### src/sv/rsi_pkg.sv
// rsi_pkg: shared widths, register indexes and beat/stage structs for the
// ray/sphere intersection pipeline. No dependencies.
package rsi_pkg;

    localparam int MAX_HITS = 16;

    localparam int LW = 34;   // centre minus origin
    localparam int BW = 36;   // projected distance b
    localparam int DW = 72;   // squared terms and discriminant
    localparam int RW = 36;   // root, one pipeline stage per bit

    localparam logic [2:0] CFG_CENTER_X     = 3'd0;
    localparam logic [2:0] CFG_CENTER_Y     = 3'd1;
    localparam logic [2:0] CFG_CENTER_Z     = 3'd2;
    localparam logic [2:0] CFG_END_CENTER_X = 3'd3;
    localparam logic [2:0] CFG_END_CENTER_Y = 3'd4;
    localparam logic [2:0] CFG_END_CENTER_Z = 3'd5;
    localparam logic [2:0] CFG_RADIUS       = 3'd6;

    localparam logic [16:0] TIME_ONE = 17'd65536;
    localparam logic [30:0] T_MAX    = 31'h7FFF_FFFF;

    typedef struct packed {
        logic signed [31:0] origin_x;
        logic signed [31:0] origin_y;
        logic signed [31:0] origin_z;
        logic signed [17:0] dir_x;
        logic signed [17:0] dir_y;
        logic signed [17:0] dir_z;
        logic [16:0]        shutter_time;
        logic               blur_on;
        logic [4:0]         hit_index;
    } ray_t;

    typedef struct packed {
        logic [2:0][31:0] c0;
        logic [2:0][31:0] c1;
        logic [30:0]      radius;
    } cfg_t;

    typedef struct packed {
        logic signed [BW-1:0] b;
        logic [DW-1:0]        delta;
        logic                 hit;
        logic [4:0]           idx;
    } geo_t;

    typedef struct packed {
        logic signed [BW-1:0] b;
        logic [DW-1:0]        rem;
        logic [RW-1:0]        q;
        logic                 hit;
        logic [4:0]           idx;
    } sq_t;

    typedef struct packed {
        logic [30:0] far_t;
        logic        far_kept;
        logic [30:0] near_t;
        logic        near_kept;
        logic [4:0]  next_index;
    } hit_t;

endpackage

### src/sv/rsi_out.sv
// rsi_out: output stage: distances, hit-slot bookkeeping, saturation and
// the output register. Depends on rsi_pkg.
module rsi_out
(
    input  logic                clk,
    input  logic                rst_n,
    input  logic                vld_in,
    input  rsi_pkg::sq_t        sq,
    output logic                en_up,
    input  logic                ready,
    output logic                vld_out,
    output rsi_pkg::hit_t       hit
);

    logic          v_reg;
    rsi_pkg::hit_t h_reg;
    rsi_pkg::hit_t h_next;

    assign en_up = !v_reg || ready;

    always_comb
    begin
        logic signed [rsi_pkg::BW+1:0] tf;
        logic signed [rsi_pkg::BW+1:0] tn;
        logic [4:0]                    idx1;
        tf = $signed({{2{sq.b[rsi_pkg::BW-1]}}, sq.b}) + $signed({2'b00, sq.q});
        tn = $signed({{2{sq.b[rsi_pkg::BW-1]}}, sq.b}) - $signed({2'b00, sq.q});
        h_next.far_kept = sq.hit && (int'(sq.idx) < rsi_pkg::MAX_HITS) && !tf[rsi_pkg::BW+1];
        idx1 = sq.idx + 5'(h_next.far_kept);
        h_next.near_kept = sq.hit && (int'(idx1) < rsi_pkg::MAX_HITS) && !tn[rsi_pkg::BW+1];
        h_next.next_index = idx1 + 5'(h_next.near_kept);
        h_next.far_t = '0;
        h_next.near_t = '0;
        if (h_next.far_kept)
        begin
            h_next.far_t = (tf > $signed({7'd0, rsi_pkg::T_MAX})) ? rsi_pkg::T_MAX : tf[30:0];
        end
        if (h_next.near_kept)
        begin
            h_next.near_t = (tn > $signed({7'd0, rsi_pkg::T_MAX})) ? rsi_pkg::T_MAX : tn[30:0];
        end
    end

    always_ff @(posedge clk or negedge rst_n)
    begin
        if (!rst_n)
        begin
            v_reg <= 1'b0;
        end
        else if (en_up)
        begin
            v_reg <= vld_in;
        end
    end

    always_ff @(posedge clk)
    begin
        if (en_up)
        begin
            h_reg <= h_next;
        end
    end

    assign vld_out = v_reg;
    assign hit     = h_reg;

endmodule

### config.mk
export PLATFORM = sky130hd
export DESIGN_NAME = rsi_out
export DESIGN_NICKNAME = d
export VERILOG_FILES = /design/src/sv/rsi_pkg.sv /design/src/sv/rsi_out.sv
export SDC_FILE = /design/constraint.sdc
export NUM_CORES = 1
export LEC_CHECK = 0
export BUFFER_PORTS_ARGS = -buffer_cell sky130_fd_sc_hd__buf_2
export CAP_MARGIN = 25
export CORE_MARGIN = 2
export CORE_UTILIZATION = 52
export DETAILED_ROUTE_END_ITERATION = 8
export GPL_TIMING_DRIVEN = 0
export PLACE_DENSITY = 0.81
export SYNTH_ARGS = -nofsm -noshare
export SYNTH_HDL_FRONTEND = slang
export SYNTH_SLANG_ARGS = --single-unit
export TNS_END_PERCENT = 10
### constraint.sdc
create_clock -name clk -period 3.5 [get_ports clk]
set_clock_uncertainty 0.15 [all_clocks]
set_input_delay 0 -clock clk [delete_from_list [all_inputs] [get_ports clk]]
set_output_delay 0 -clock clk [all_outputs]
set_load 0.02 [all_outputs]
==> flow_summary.ini <==
[setup_path]
worst-path-stages = 27
crit_family = compound AO/OA/AOI/OAI gates
crit_path_max_fanout = 9
cpMostUsedCell = ha_4
worstReg2RegStart = vld_out$_DFFE_PN0P_
worstSetupEndpointType = flip-flop
path_class = input port to flip-flop
start_kind = input port
cp.arrival_ps = 4060
worstPathRequired_ps = 3430
reg2reg_slack_ps = 1790
r2r_end = hit[32]$_SDFFCE_PN0P_
slowest_stage = a211oi_4
reg2reg_depth = 1
max_stage_delay_ps = 390
worst-path-buf-inv = 7

[detailed_routing]
drt-total-wl_um = 24700
route.detailed.wl_per_inst_um = 20.1
firstDrtPassIters = 6
via_count = 7520
avgViaCountPerCell = 6.13
drc = 0
drt_iter0_markers = 938
ant_nets = 0

[timing]
rsz0062_at_grt = yes
holdWs_ps = 9.13
fin_ws_ps = -627
layout_min_cycle_time_ps = 4130
fin_crit_sh_pct = 118
tightest_slew_ps = 991
setup_viol = 36
slew_headroom_pct = 34.0
clock.fmax_mhz = 242
slew_viol_final = 0
hold_viol_final = 0

[die]
rows = 43
coreArea_um2 = 13800
dieArea_um2 = 15100
pin_count = 225
die_w_um = 123
start_util_pct = 53.1
dieHeight_um = 123

[placement]
place_congestion = 0.928
place_inst = 1159
dpl_cell_area_um2 = 8600
post-place-ws_ps = -1570
hpwl_um = 17300
io_buffers = 152

[status]
status = finished, violations left
violations = setup timing

[layout]
final_nets = 1274
antenna_cells = 0
mostFrequentLayoutCell = buf_2
most-common-layout-cells = 150 x buf_2, 75 x a21oi_1, 69 x edfxtp_1
fill_cells = 1026
post-route-cell-area_um2 = 9960
final_cells = 1227
drive_gt1_share_pct = 40.3
area_growth_pct = 35.7

[logic_synthesis]
yosysWarnings = 0
ys_seq_elements = 70
synthFlopType = edfxtp_1
synth_cells = 827
syn_area_um2 = 7340
syn_area_per_cell_um2 = 8.87
synth_cell_type_count = 83
async_reset_ff_share_pct = 1.43
yosysSeqAreaShare_pct = 28.6
synth_nets = 1059
synth_edf_count = 69

[worst_hold_path]
hold_end = hit[3]$_DFFE_PP_
hold_class = input port to flip-flop
min_path_cells = 3
hold_start = sq[3]

[global_route]
antenna_found_initial = 0
grt_max_degree = 72
grt_pass1_wl_um = 35100
grt_usage_pct = 30.3
grt_pass1_vias = 6541
overflow = 0

[power]
p_leak_nw = 4.23
totalPowerFinal_mw = 3.53
power_per_cell_area_nw_per_um2 = 354
ir_worst_vdd_uv = 259

[cts]
numCtsBuffers = 9
htreeDepth = 3
clock_latency_ps = 340
cts_tree = built
clock-sinks = 70
root_buffer = clkbuf_16
clk_path_buf_depth = 2
cts.reportedPaths.clkPinSlew_ps = 60

[flow_run]
max-cap-violations = 0
repair_timing:
action                                  4_1_cts  5_1_grt
gates cloned                                  1        1
setup buffers                                13       38
endpoints found under the hold margin         4        0
endpoints found under the setup margin       67       67
hold buffers                                  5        0
pin swaps                                    18       31
resized for setup                            50      108
cells by family after synthesis:
| logic type | synth area share, % |
|---|---|
| AOI/OAI and AO/OA | 27.2 |
| and+or+nand+nor | 14.4 |
| buffers and inverters | 7.54 |
| adders and majority gates | 13.5 |
| xor gates and xnor gates | 8.35 |
| DFF | 28.6 |
| muxes | 0.426 |
registers in the layout (all words and copies together) (netlist names):
name,flops
vld_out,1
hit,69
synthesized netlist by cell type, drive strengths merged (7+ instances only):
library cell	n	share of area (%)
xor2	8	0.95
edfxtp	69	28
o31ai	31	3.4
nand3	19	1.3
a211oi	11	1.4
nor4	12	1.8
clkbuf	12	0.61
a21oi	138	11
nand2b	14	1.2
o21a	7	0.72
xnor2	62	7.4
o21ai	27	1.8
nor3	16	1.1
o21bai	12	1.2
nand2	41	2.1
inv	73	3.8
buf	33	3.2
nor2	59	3.1
or3	7	0.60
a31oi	12	1.3
ha	76	13
nand4	7	0.60
a21o	10	1.0
per-layer routing:
metal | share of wire [%] | vias to the layer above | GRT usage (%) | routed length [µm]
li1 | - | 3437 | - | -
met1 | 41 | 3550 | 43.1 | 10200
met2 | 47 | 461 | 47.9 | 11600
met3 | 9.2 | 72 | 4.18 | 2270
met4 | 2.4 | 0 | 8.62 | 603
met5 | 0 | - | 0 | 0
area by class of cell:
cell class                 instances  area [µm²]  area share, %
clock buffer                      10         229           2.30
inverter                          73         304           3.05
sequential                        70        2100           21.1
timing repair buffer             209        1310           13.1
buffer                            40         353           3.54
clock inverter                     6        85.1          0.854
multi-input combinational        639        5360           53.8
tap                              180         225           2.26
worst max-delay path by stage:
stage	start	end	slack (ps)
2_1_floorplan	sq[126]	hit[4]$_DFFE_PP_	-720
3_3_place_gp	sq[30]	hit[4]$_DFFE_PP_	-1470
3_5_place_dp	sq[21]	hit[4]$_DFFE_PP_	-1570
4_1_cts	sq[21]	hit[4]$_DFFE_PP_	-780
5_1_grt	sq[12]	hit[4]$_DFFE_PP_	-810
6_report	sq[12]	hit[4]$_DFFE_PP_	-630
per-stage QoR:
stage,setup TNS (ps),util (%)
CTS,-13210,67.4
finish,-9140,72.0
detailed placement,-55000,62.2
floorplan,-11000,-
global placement,-53020,62.2
global route,-15380,72.0
report_power, final:
group	internal (mW)	switching (mW)
registers	0.998	0.0213
clock network	0.623	0.365
logic	0.591	0.928
total	2.21	1.31
tightest hold or removal path: stages:
cell     delay (ps)
buf_2           120
xor2_1          140
xnor2_2         130
No activity file was read; power rests on OpenSTA's default activity.
